## src/sv/cmi_pkg.sv

```systemverilog
// ----------------------------------------------------------------------------
// cmi_pkg: shared types and constants of the cartridge mapper
// Event codes, address range codes, mirroring codes and the event word.
// ----------------------------------------------------------------------------
package cmi_pkg;

    localparam int KIND_W = 3;
    localparam int ADDR_W = 16;
    localparam int DATA_W = 8;
    localparam int BANK_W = 8;

    localparam int A12_FILTER_CYCLES_DEF = 5;
    localparam int FILTER_W              = 3;

    // Event kinds on the input channel.
    localparam logic [KIND_W-1:0] KIND_CPU_WRITE = 3'd0;
    localparam logic [KIND_W-1:0] KIND_CPU_TICK  = 3'd1;
    localparam logic [KIND_W-1:0] KIND_A12_RISE  = 3'd2;
    localparam logic [KIND_W-1:0] KIND_CPU_QUERY = 3'd3;
    localparam logic [KIND_W-1:0] KIND_PPU_QUERY = 3'd4;

    // CPU write ranges, decoded from address bits 15:12.
    localparam logic [3:0] WR_PRG  = 4'h8;
    localparam logic [3:0] WR_CHR  = 4'hA;
    localparam logic [3:0] WR_IRQ  = 4'hC;
    localparam logic [3:0] WR_MIR  = 4'hD;
    localparam logic [3:0] WR_MODE = 4'hE;

    // IRQ register selects, from address bits 1:0 in the IRQ range.
    localparam logic [1:0] IRQ_SEL_LOW     = 2'd0;
    localparam logic [1:0] IRQ_SEL_LATCH   = 2'd1;
    localparam logic [1:0] IRQ_SEL_DISABLE = 2'd2;
    localparam logic [1:0] IRQ_SEL_ENABLE  = 2'd3;

    // CPU 8K windows, from address bits 15:13.
    localparam logic [2:0] WIN_6000 = 3'd3;
    localparam logic [2:0] WIN_8000 = 3'd4;
    localparam logic [2:0] WIN_A000 = 3'd5;
    localparam logic [2:0] WIN_C000 = 3'd6;
    localparam logic [2:0] WIN_E000 = 3'd7;

    localparam logic [BANK_W-1:0] PRG_FIXED_BANK = 8'hFF;
    localparam logic [BANK_W-1:0] PRG_RESET_BASE = 8'hFC;

    // Mirroring modes.
    localparam logic [1:0] MIR_VERTICAL   = 2'd0;
    localparam logic [1:0] MIR_HORIZONTAL = 2'd1;
    localparam logic [1:0] MIR_SINGLE0    = 2'd2;
    localparam logic [1:0] MIR_SINGLE1    = 2'd3;

    // PPU nametable range, from address bits 15:12.
    localparam logic [3:0] PPU_NT_RANGE = 4'h2;

    typedef struct packed {
        logic              wr;
        logic              tick;
        logic              a12;
        logic              cpu_query;
        logic              ppu_query;
        logic [ADDR_W-1:0] address;
        logic [DATA_W-1:0] data;
    } cmi_event_t;

    typedef struct packed {
        logic [BANK_W-1:0] bank;
        logic              hit;
        logic              page;
    } cmi_query_t;

endpackage

```

## src/sv/cmi_bank.sv

```systemverilog
// ----------------------------------------------------------------------------
// cmi_bank: bank registers and address translation
// Holds the PRG and CHR bank registers and the mirroring mode, takes CPU
// writes to them and answers CPU and PPU map queries from the current state.
// ----------------------------------------------------------------------------
module cmi_bank
    import cmi_pkg::*;
(
    input  logic       aclk,
    input  logic       aresetn,
    input  cmi_event_t ev,
    output cmi_query_t query
);

    logic [BANK_W-1:0] prg_reg [4];
    logic [BANK_W-1:0] chr_reg [8];
    logic [1:0]        mirror_reg;

    always_ff @(posedge aclk) begin
        if (!aresetn) begin
            for (int i = 0; i < 4; i++) begin
                prg_reg[i] <= PRG_RESET_BASE + BANK_W'(i);
            end
            for (int i = 0; i < 8; i++) begin
                chr_reg[i] <= BANK_W'(i);
            end
            mirror_reg <= MIR_VERTICAL;
        end else if (ev.wr) begin
            unique case (ev.address[15:12])
                WR_PRG: prg_reg[ev.address[1:0]] <= ev.data;
                WR_CHR: begin
                    if (!ev.address[3]) begin
                        chr_reg[ev.address[2:0]] <= ev.data;
                    end
                end
                WR_MIR: mirror_reg <= ev.data[1:0];
                default: ;
            endcase
        end
    end

    always_comb begin
        query = '0;
        if (ev.cpu_query) begin
            query.hit = 1'b1;
            unique case (ev.address[15:13])
                WIN_6000: query.bank = prg_reg[3];
                WIN_8000: query.bank = prg_reg[0];
                WIN_A000: query.bank = prg_reg[1];
                WIN_C000: query.bank = prg_reg[2];
                WIN_E000: query.bank = PRG_FIXED_BANK;
                default:  query.hit  = 1'b0;
            endcase
        end else if (ev.ppu_query) begin
            if (ev.address[15:13] == 3'd0) begin
                query.bank = chr_reg[ev.address[12:10]];
                query.hit  = 1'b1;
            end else if (ev.address[15:12] == PPU_NT_RANGE) begin
                unique case (mirror_reg)
                    MIR_VERTICAL:   query.page = ev.address[10];
                    MIR_HORIZONTAL: query.page = ev.address[11];
                    MIR_SINGLE0:    query.page = 1'b0;
                    default:        query.page = 1'b1;
                endcase
            end
        end
    end

endmodule

```

## src/sv/cmi_irq.sv

```systemverilog
// ----------------------------------------------------------------------------
// cmi_irq: interrupt unit
// Cycle mode counts a 16-bit value down once per CPU tick; scanline mode
// clocks an 8-bit counter on A12 rises that pass the filter.
// ----------------------------------------------------------------------------
module cmi_irq
    import cmi_pkg::*;
#(
    parameter int A12_FILTER_CYCLES = A12_FILTER_CYCLES_DEF
) (
    input  logic       aclk,
    input  logic       aresetn,
    input  cmi_event_t ev,
    output logic       irq_next
);

    localparam logic [FILTER_W-1:0] FILTER_LOAD =
        (A12_FILTER_CYCLES > 7) ? 3'd7 : FILTER_W'(A12_FILTER_CYCLES);

    logic [1:0]          mode_reg,    mode_next;
    logic                enable_reg,  enable_next;
    logic                reload_reg,  reload_next;
    logic [FILTER_W-1:0] filter_reg,  filter_next;
    logic [7:0]          low_reg,     low_next;
    logic [7:0]          latch_reg,   latch_next;
    logic                irq_reg;

    logic [15:0] count16;
    logic [15:0] count16_dec;
    logic [7:0]  low_a12;

    assign count16     = {latch_reg, low_reg};
    assign count16_dec = count16 - 16'd1;
    assign low_a12     = (low_reg == 8'd0 || reload_reg) ? latch_reg : low_reg - 8'd1;

    always_comb begin
        mode_next   = mode_reg;
        enable_next = enable_reg;
        reload_next = reload_reg;
        filter_next = filter_reg;
        low_next    = low_reg;
        latch_next  = latch_reg;
        irq_next    = irq_reg;

        if (ev.wr) begin
            if (ev.address[15:12] == WR_IRQ) begin
                unique case (ev.address[1:0])
                    IRQ_SEL_LOW:   low_next = ev.data;
                    IRQ_SEL_LATCH: begin
                        latch_next  = ev.data;
                        reload_next = 1'b1;
                    end
                    IRQ_SEL_DISABLE: enable_next = 1'b0;
                    default:         enable_next = 1'b1;
                endcase
                irq_next = 1'b0;
            end else if (ev.address[15:12] == WR_MODE) begin
                mode_next = ev.data[1:0];
            end
        end else if (ev.tick) begin
            if (filter_reg != '0) begin
                filter_next = filter_reg - FILTER_W'(1);
            end
            if (enable_reg && !mode_reg[1] && count16 != 16'd0) begin
                low_next   = count16_dec[7:0];
                latch_next = count16_dec[15:8];
                if (count16_dec == 16'd0) begin
                    irq_next = 1'b1;
                end
            end
        end else if (ev.a12 && mode_reg[0]) begin
            // The filter blocks rises that come too soon after the last one.
            if (filter_reg == '0 && mode_reg[1]) begin
                low_next    = low_a12;
                reload_next = 1'b0;
                if (low_a12 == 8'd0 && enable_reg) begin
                    irq_next = 1'b1;
                end
            end
            filter_next = FILTER_LOAD;
        end
    end

    always_ff @(posedge aclk) begin
        if (!aresetn) begin
            mode_reg   <= '0;
            enable_reg <= 1'b0;
            reload_reg <= 1'b0;
            filter_reg <= '0;
            low_reg    <= '0;
            latch_reg  <= '0;
            irq_reg    <= 1'b0;
        end else begin
            mode_reg   <= mode_next;
            enable_reg <= enable_next;
            reload_reg <= reload_next;
            filter_reg <= filter_next;
            low_reg    <= low_next;
            latch_reg  <= latch_next;
            irq_reg    <= irq_next;
        end
    end

endmodule

```

## src/sv/cartridge_mapper_irq_banking.sv

```systemverilog
// ----------------------------------------------------------------------------
// cartridge_mapper_irq_banking: cartridge mapper with banking and IRQ
// Top level: event decode, bank and IRQ units, and the result register.
// ----------------------------------------------------------------------------
// Each input word on the s_ channel is one bus event: a CPU write, a CPU
// cycle tick, a filtered PPU A12 rise, or a CPU or PPU map query. Every
// accepted word yields exactly one result word on the m_ channel, carrying
// the IRQ level after the event and, for queries, the bank translation.
// The event is decoded, applied to the mapper state and its result captured
// in the output register in the cycle it is accepted, so the result is
// offered in the cycle after acceptance. One word is taken per clock while
// the receiver keeps up; the single output register sets that rate, and
// s_ready stays high while it is empty or being drained in the same cycle.
// When the receiver stalls, the result holds and s_ready drops until it is
// taken. Reset (aresetn low, synchronous) empties the output register and
// returns the bank registers, mirroring and IRQ unit to their power-on
// values.
// ----------------------------------------------------------------------------
module cartridge_mapper_irq_banking
    import cmi_pkg::*;
#(
    parameter int A12_FILTER_CYCLES = A12_FILTER_CYCLES_DEF
) (
    input  logic              aclk,
    input  logic              aresetn,
    input  logic              s_valid,
    output logic              s_ready,
    input  logic [KIND_W-1:0] s_kind,
    input  logic [ADDR_W-1:0] s_address,
    input  logic [DATA_W-1:0] s_data,
    output logic              m_valid,
    input  logic              m_ready,
    output logic              m_irq_line,
    output logic [BANK_W-1:0] m_bank_number,
    output logic              m_bank_hit,
    output logic              m_nametable_page
);

    logic       s_fire;
    cmi_event_t ev;
    cmi_query_t query;
    logic       irq_next;

    logic              m_valid_reg;
    logic              irq_line_reg;
    logic [BANK_W-1:0] bank_reg;
    logic              hit_reg;
    logic              page_reg;

    assign s_ready = !m_valid_reg || m_ready;
    assign s_fire  = s_valid && s_ready;

    always_comb begin
        ev.wr        = s_fire && (s_kind == KIND_CPU_WRITE);
        ev.tick      = s_fire && (s_kind == KIND_CPU_TICK);
        ev.a12       = s_fire && (s_kind == KIND_A12_RISE);
        ev.cpu_query = s_fire && (s_kind == KIND_CPU_QUERY);
        ev.ppu_query = s_fire && (s_kind == KIND_PPU_QUERY);
        ev.address   = s_address;
        ev.data      = s_data;
    end

    cmi_bank u_bank (
        .aclk    (aclk),
        .aresetn (aresetn),
        .ev      (ev),
        .query   (query)
    );

    cmi_irq #(
        .A12_FILTER_CYCLES (A12_FILTER_CYCLES)
    ) u_irq (
        .aclk     (aclk),
        .aresetn  (aresetn),
        .ev       (ev),
        .irq_next (irq_next)
    );

    always_ff @(posedge aclk) begin
        if (!aresetn) begin
            m_valid_reg <= 1'b0;
        end else if (s_fire) begin
            m_valid_reg <= 1'b1;
        end else if (m_ready) begin
            m_valid_reg <= 1'b0;
        end
    end

    always_ff @(posedge aclk) begin
        if (s_fire) begin
            irq_line_reg <= irq_next;
            bank_reg     <= query.bank;
            hit_reg      <= query.hit;
            page_reg     <= query.page;
        end
    end

    assign m_valid          = m_valid_reg;
    assign m_irq_line       = irq_line_reg;
    assign m_bank_number    = bank_reg;
    assign m_bank_hit       = hit_reg;
    assign m_nametable_page = page_reg;

`ifndef SYNTHESIS
    // An empty output register never blocks the input.
    a_ready_when_empty: assert property (@(posedge aclk) disable iff (!aresetn)
        !m_valid_reg |-> s_ready)
        else $error("input stalled with an empty output register");

    // A write to the IRQ range acknowledges the interrupt in its own result.
    a_irq_ack: assert property (@(posedge aclk) disable iff (!aresetn)
        (s_fire && s_kind == KIND_CPU_WRITE && s_address[15:12] == WR_IRQ)
        |=> (m_valid && !m_irq_line))
        else $error("IRQ acknowledge write left the line asserted");

    // Only queries report a bank.
    a_bank_only_query: assert property (@(posedge aclk) disable iff (!aresetn)
        (s_fire && s_kind != KIND_CPU_QUERY && s_kind != KIND_PPU_QUERY)
        |=> (!m_bank_hit && m_bank_number == '0 && !m_nametable_page))
        else $error("non-query event returned translation data");

    // Every accepted word is offered in the next cycle.
    a_result_follows: assert property (@(posedge aclk) disable iff (!aresetn)
        s_fire |=> m_valid)
        else $error("accepted word produced no result");
`endif

endmodule
```

## config.mk

```make
export PLATFORM = sky130hd
export DESIGN_NAME = cartridge_mapper_irq_banking
export DESIGN_NICKNAME = d
export VERILOG_FILES = /design/src/sv/cmi_pkg.sv /design/src/sv/cmi_bank.sv /design/src/sv/cmi_irq.sv /design/src/sv/cartridge_mapper_irq_banking.sv
export SDC_FILE = /design/constraint.sdc
export NUM_CORES = 1
export LEC_CHECK = 0
export BUFFER_PORTS_ARGS = -buffer_cell sky130_fd_sc_hd__buf_2
export CAP_MARGIN = 10
export CORE_UTILIZATION = 35
export DETAILED_ROUTE_END_ITERATION = 8
export SYNTH_ARGS = -nofsm -noshare
export SYNTH_HDL_FRONTEND = slang
export SYNTH_HIERARCHICAL = 1
export SYNTH_SLANG_ARGS = --single-unit
```

## constraint.sdc

```tcl
create_clock -name aclk -period 11.7 [get_ports aclk]
set_input_delay 2.34 -clock aclk [delete_from_list [all_inputs] [get_ports aclk]]
set_output_delay 2.34 -clock aclk [all_outputs]
set_load 0.01 [all_outputs]
```

# Yosys cells after proc, flatten, opt, wreduce, memory -nomap -nowiden
# Memories as Yosys holds them, arrays and structs flattened.
# Index checks and enable logic that the tools add are counted.
# op_classes
n_addsub	3
n_eq_ne	25
n_mux	57
bitwise	5
reduce_logical	45
# ops
op	n
$mux W8	15
$pmux W8 S5	1
$mux W1	31
$eq A4 B4 Y1 const B	5
$mux W9	2
$logic_not A16 Y1	1
$logic_not A8 Y1	2
$reduce_bool A16 Y1	1
$reduce_or A8 Y1	2
$sub A16 B1 Y16 const B	1
$eq A3 B3 Y1 const B	5
$mux W3	4
$reduce_bool A2 Y1	6
$logic_and A1 B1 Y1	11
$mux W10	1
$ne A2 B1 Y1 const B	5
$reduce_and A5 Y1	2
$eq A3 B2 Y1 const B	3
$logic_not A3 Y1	3
$reduce_and A3 Y1	3
$reduce_bool A3 Y1	3
$sub A8 B1 Y8 const B	1
$not A1 Y1	5
$reduce_or A5 Y1	1
other kinds (16)	21
# word_totals
ff_bits	38
ramBits	96
input_bits	31
output_inout_bits	13
wordCells	150
memories	2
# mem_list
name	words	width	rd	rd_clocked_by_memory_dff	write_ports	line_no	source
u_bank.chr_reg	8	8	1	0	8	cmi_bank.sv:16	logic [BANK_W-1:0] chr_reg [8];
u_bank.prg_reg	4	8	4	0	4	cmi_bank.sv:15	logic [BANK_W-1:0] prg_reg [4];

# Depth between registers and ports, before layout
# Gate-level depths: netlist of run 1.
# depth
word_depth	10
mapped_depth	9
mapped_depth_nobuf	7

# Modules after synthesis
# Netlist of run 1, hierarchy kept.
# by_module_without_submodules
module	n_inst	cells_per_inst	area_each_um2	seq_area_each_um2
cmi_bank	1	361	4737.0	2922.8
cmi_irq	1	254	1975.6	480.5
cartridge_mapper_irq_banking	1	25	445.4	350.3

# Worst setup path after synthesis of run 1
# OpenSTA, ideal clock, no wires.
# synth_path
kind	input-to-reg
start	input m_ready
end	memory u_bank.chr_reg[5][0] (enable)
setup_ns	0.384
t_arrival_ns	4.887
path_slack_ns	6.429
path_stages	7
path_buffers	2
cell_sequence	nor2b_4 -> buf_6 -> nor4_1 -> nand4bb_1 -> or4b_4 -> buf_6 -> o21ai_0
# synth_lines
item	line_no	source
start, declared	cartridge_mapper_irq_banking.sv:32	input logic m_ready,
end, declared	cmi_bank.sv:16	

# Final worst setup path of run 1
# layout_path
start	input m_ready
end	output s_ready
# layout_between
elab_chain_cells	1
# layout_rtl
item	line_no	source
$logic_or A1 B1 Y1	cartridge_mapper_irq_banking.sv:50	assign s_ready = !m_valid_reg || m_ready;
end, declared	cartridge_mapper_irq_banking.sv:27	output logic s_ready,
# Every way passes these cells.

==> results.md, run 1 <==
* Pwr dens at 142 nW/um^2
* Largest net degree at the start of global routing at 30
* Routed Antenna Nets at 0
* Max-slew headroom at 24.4%
* TritonCTS Sinks at 134
* Fin crit period at 5.19 ns
* Async S/R FF share, synth at 0%
* Number of vias per cell at 5.66
* Critical path peak fanout at 8
* Syn nets at 676
* Worst Tran Pin Value at 1.13 ns
* Fin area at 8140 sq um
* H-tree depth at 4
* Post-route insts no fill at 935
* WL met1 at 8120 microns
* CP Capture Type: output pin
* Tot Pwr at 1.16 mW
* Initial Util at 36.2%
* Status: completed
* Ports at 44
* RD Place Congestion at 0.869
* GRT Util Overall at 17.9%
* Placed cell area at 7500 sq um
* Routed WL per cell at 19.6 microns
* Max Used Layer: met5
* Synth top area share at 44.9%
* RSZ-0062 raised after global routing: false
* Dominant synthesized flop cell: edfxtp_1
* Yosys reg bits at 134
* Worst-case clock buffer depth at 2
* WP data required at 9.36 ns
* Die X at 145 microns
* Max-cap violations at 0
* Yosys top cell by area: edfxtp_1
* Crit path launch type: input pin
* DP Wirelength at 12,300 microns
* Core Footprint at 19,800 sq um
* Remaining DRCs at 0
* Critical path type: input pin to output pin
* Fin nets at 692
* Cts repair resizes at 0
* Worst-path clk slew at 0.06 ns
* Postcts setup bufs at 0
* Drt pass-1 iters at 5
* Worst hold margin at 0.464 ns
* Total negative slack at 0 ns
* Peak VDD IR at 0.110 mV
* Dominant cells by area after synthesis: edfxtp_1 45%, dfxtp_1 7.6%, mux4_2 5.0%
* Hold-fix buffers, CTS at 0
* Slew Limit Fails at 0
* Synth unique cells at 69
* Critical Path AT at 2.85 ns
* Most frequent cells in the layout: 107 x edfxtp_1, 51 x and2_1, 44 x nand2_1
* Post-synth EDFFs at 107
* FMAX at 193 MHz
* CTS tree: yes
* Rows at 51
* First-pass GRT wire length at 28,600 microns
* Hold Vio Cnt, Final at 0
* Clock latency on the worst-skew pair at 0.42 ns
* Clock Skew at 0.00474 ns
* Setup-failing EPs final at 0
* Root Buffer: clkbuf_16
* Antenna violations before repair at 2
* Initial DRC Count at 549
* Crit share post-route at 44.3%
* PortBufs at 37
* Avg Cell Area, Syn at 11.2 sq um
* Detailed-route via count at 5,293
* WL met2 at 8510 microns
* CTS buffer count at 17
* Post-synthesis cell area at 7160 sq um
* WL met3 at 1340 microns
* Leakage at 2.88 nW
* Total Wirelength at 18,300 microns
* DP Cell Count at 901
* Commonest non-fill, non-tap cell in the layout: edfxtp_1
* Max reg flops at 64
* Area delta synth->final at 13.7%
* Type of the tightest min-delay check: flop to flop
* Register area share after synthesis at 52.4%
* Die Y at 145 microns
* Mapped Cells at 640
* Fill cells at 1,881
* Layout cells sized above 1 at 18.8%
* Synth Warn # at 6
* DIE AREA at 21,000 sq um
* Grt ovf at 0
* Vias in the first global route at 5,129
worst paths after layout:
path | to | cells after the start | slack [ns] | from
setup / recovery | s_ready | 4 | 6.51 | m_ready
hold / removal | u_irq/mode_reg[0] | 2 | 0.46 | u_irq/mode_reg[0]
setup reg to reg | u_bank/chr_reg[3][1] | 7 | 8.38 | m_valid
hold reg to reg | u_irq/mode_reg[0] | 2 | 0.46 | u_irq/mode_reg[0]
cell type report:
type,instances,area [sq um],share of cell area (%)
tap,265,332,4.07
multi-input combinational,443,3120,38.3
antenna,1,2.50,0.0307
sequential,134,3750,46.1
clock buffer,17,425,5.23
clock inverter,15,204,2.51
inverter,13,48.8,0.599
timing repair buffer,47,258,3.17
kinds of logic after synthesis:
logic type | after synthesis | share of synthesized area [%]
flip-flops | 134 | 52.4
multiplexers | 30 | 7.01
AO/OA/AOI/OAI | 111 | 10.2
XOR/XNOR | 8 | 0.979
AND/OR/NAND/NOR | 289 | 24.3
buffers and inverters | 63 | 4.19
adder cells (fa/ha/maj) | 5 | 0.874
layer usage:
metal | track usage [%] | up-vias
met5 | 0 | -
met3 | 5.44 | 35
met2 | 27.9 | 222
li1 | - | 2427
met1 | 23.2 | 2607
met4 | 6.54 | 2
metrics by stage:
stage,setup WS (ns),util (%)
final,6.51,41.2
after global routing,6.46,41.1
after CTS,6.50,41.1
after detailed placement,6.24,37.9
after global placement,6.28,37.9
after floorplan,6.43,-
synthesized netlist by cell type, drive strengths merged, types with 11 or more instances:
master,number
o21ai,35
nand2,44
nand2b,35
buf,20
inv,12
a21oi,17
dfxtp,27
nand3,25
nand4,14
mux4,16
nor2,38
mux2i,13
and2,51
nor3,16
edfxtp,107
clkbuf,30
nor4,11
where the power goes:
group	switching (mW)	internal, mW
Combinational	0.0457	0.0219
Sequential	0.00314	0.524
Clock	0.207	0.358
worst max-delay path, stage by stage:
cell,delay (ns)
buf_2,0.11
nor2b_4,0.20
inv_1,0.06
buf_2,0.13
Power figures use the tool's default switching activity.
==> run 2: changes to the inputs <==
==> constraint.sdc (replaced) <==
create_clock -name aclk -period 4.75 [get_ports aclk]
set_input_delay 0.95 -clock aclk [delete_from_list [all_inputs] [get_ports aclk]]
set_output_delay 0.95 -clock aclk [all_outputs]
set_load 0.01 [all_outputs]
==> results.md, run 2 (synthesis gave the netlist of run 1 again) <==
* DP Wirelength at 12,500 microns (was 12,300 microns)
* Initial Util at 36.2% (unchanged)
* Peak VDD IR at 0.231 mV (was 0.110 mV)
* Clock latency on the worst-skew pair at 0.43 ns (was 0.42 ns)
* Vias in the first global route at 4,993 (was 5,129)
* Drt pass-1 iters at 5 (unchanged)
* FMAX at 297 MHz
* CTS tree: yes (unchanged)
* Pwr dens at 352 nW/um^2 (was 142 nW/um^2)
* Worst-path clk slew at 0.06 ns (about the same)
* Die Y at 145 microns (unchanged)
* Layout cells sized above 1 at 19.2% (was 18.8%)
* TritonCTS Sinks at 134 (unchanged)
* CP Capture Type: flop (was output pin)
* Fin nets at 695 (was 692)
* Number of vias per cell at 5.59 (was 5.66)
* Commonest non-fill, non-tap cell in the layout: edfxtp_1 (unchanged)
* Critical path peak fanout at 26 (was 8)
* Grt ovf at 0 (unchanged)
* Status: completed (unchanged)
* Total negative slack at 0 ns (unchanged)
* CTS buffer count at 17 (unchanged)
* Critical Path AT at 3.71 ns (was 2.85 ns)
* DIE AREA at 21,000 sq um (unchanged)
* Leakage at 2.91 nW (was 2.88 nW)
* RSZ-0062 raised after global routing: false (unchanged)
* Met1 Use GR at 24.1% (was 23.2%)
* Worst-case clock buffer depth at 2 (unchanged)
* RD Place Congestion at 0.871 (was 0.869)
* Crit path launch type: input pin (unchanged)
* Ports at 44 (unchanged)
* CP max-delay cell: nor4b_4 (was nor2b_4)
* CP Cell Sequence: buf_2, nand2b_1, nor4_2, buf_4, nand4b_2, nor4b_4, a21oi_1, or4_1, a31oi_1 (was buf_2, nor2b_4, inv_1, buf_2)
* WP data required at 5.09 ns (was 9.36 ns)
* Rows at 51 (unchanged)
* GRT Util Overall at 18.2% (was 17.9%)
* PortBufs at 37 (unchanged)
* Cts repair resizes at 0 (unchanged)
* Setup-failing EPs final at 0 (unchanged)
* Root Buffer: clkbuf_16 (unchanged)
* Clock Skew at 0.00833 ns (was 0.00474 ns)
* Critical path type: input pin to flop (was input pin to output pin)
* H-tree depth at 4 (unchanged)
* Most frequent cells in the layout: 107 x edfxtp_1, 51 x and2_1, 44 x nand2_1 (unchanged)
* Routed Antenna Nets at 0 (unchanged)
* Total Wirelength at 18,500 microns (was 18,300 microns)
* Worst Tran Pin Value at 1.21 ns (was 1.13 ns)
* Detailed-route via count at 5,242 (was 5,293)
* Remaining DRCs at 0 (unchanged)
* Max-cap violations at 0 (unchanged)
* Hold-fix buffers, CTS at 0 (unchanged)
* Routed WL per cell at 19.7 microns (was 19.6 microns)
* Largest net degree at the start of global routing at 30 (unchanged)
* Max reg flops at 64 (unchanged)
* Die X at 145 microns (unchanged)
* Crit share post-route at 70.8%
* Core Footprint at 19,800 sq um (unchanged)
* First-pass GRT wire length at 28,800 microns (was 28,600 microns)
* Type of the tightest min-delay check: flop to flop (unchanged)
* Area delta synth->final at 14.0% (was 13.7%)
* Hold Vio Cnt, Final at 0 (unchanged)
* Fill cells at 1,878 (was 1,881)
* Antenna violations before repair at 2 (unchanged)
* Grt met2 use at 29.1% (was 27.9%)
* Slowest stage delay, CP at 0.54 ns (was 0.20 ns)
* Slew Limit Fails at 0 (unchanged)
* M3 GR Usage at 4.15% (was 5.44%)
* Busiest grt layer: met2 (unchanged)
* Max-slew headroom at 19.3% (was 24.4%)
* Fin crit period at 3.36 ns
* Tot Pwr at 2.87 mW (was 1.16 mW)
* Postcts setup bufs at 0 (unchanged)
* Initial DRC Count at 477 (was 549)
## run 2: per-layer routing
metal  wire, microns  up-vias
li1                -     2430
met1            8360     2605
met2            8800      192
met3            1090       15
met4             202        0
met5               0        -
## run 2: final cells by class
| type | instances | area (sq um) | area share, % |
|---|---|---|---|
| Antenna cell | 2 | 5.00 | 0.0613 |
| Clock buffer | 17 | 425 | 5.21 |
| Clock inverter | 14 | 199 | 2.44 |
| Inverter | 13 | 48.8 | 0.598 |
| Multi-Input combinational cell | 443 | 3120 | 38.2 |
| Sequential cell | 134 | 3750 | 46.0 |
| Tap cell | 265 | 332 | 4.06 |
| Timing Repair Buffer | 50 | 283 | 3.46 |
## run 2: where the power goes
part	switching (mW)	internal [mW]	total, mW
clock	0.528	0.882	1.41
combinational	0.113	0.0547	0.167
sequential	0.00813	1.29	1.30
## run 2: critical path: cells and delay by family
kind	cells	cell delay (ns)
AOI/OAI and AO/OA	2	0.51
buffers and inverters	2	0.46
and+or+nand+nor	5	1.76
## run 2: per-stage QoR
stage                     setup WS [ns]  util (%)  area, sq um  instances  hold slack, ns
after floorplan                   0.869         -         7160        640           0.436
after global placement            0.989      38.1         7530        905           0.454
after detailed placement          0.920      38.1         7530        905           0.459
after CTS                          1.38      41.2         8160        936           0.473
after global routing               1.11      41.3         8160        937           0.516
final                              1.39      41.3         8160        938           0.469
## run 2: final timing paths
path                startpoint            endpoint  slack [ns]  cells after the start
min          u_irq/mode_reg[0]   u_irq/mode_reg[0]        0.47                      2
max reg2reg            m_valid  u_irq/latch_reg[2]        1.70                      8
max                  s_kind[2]  u_irq/latch_reg[2]        1.39                      9
min reg2reg  u_irq/mode_reg[0]   u_irq/mode_reg[0]        0.47                      2
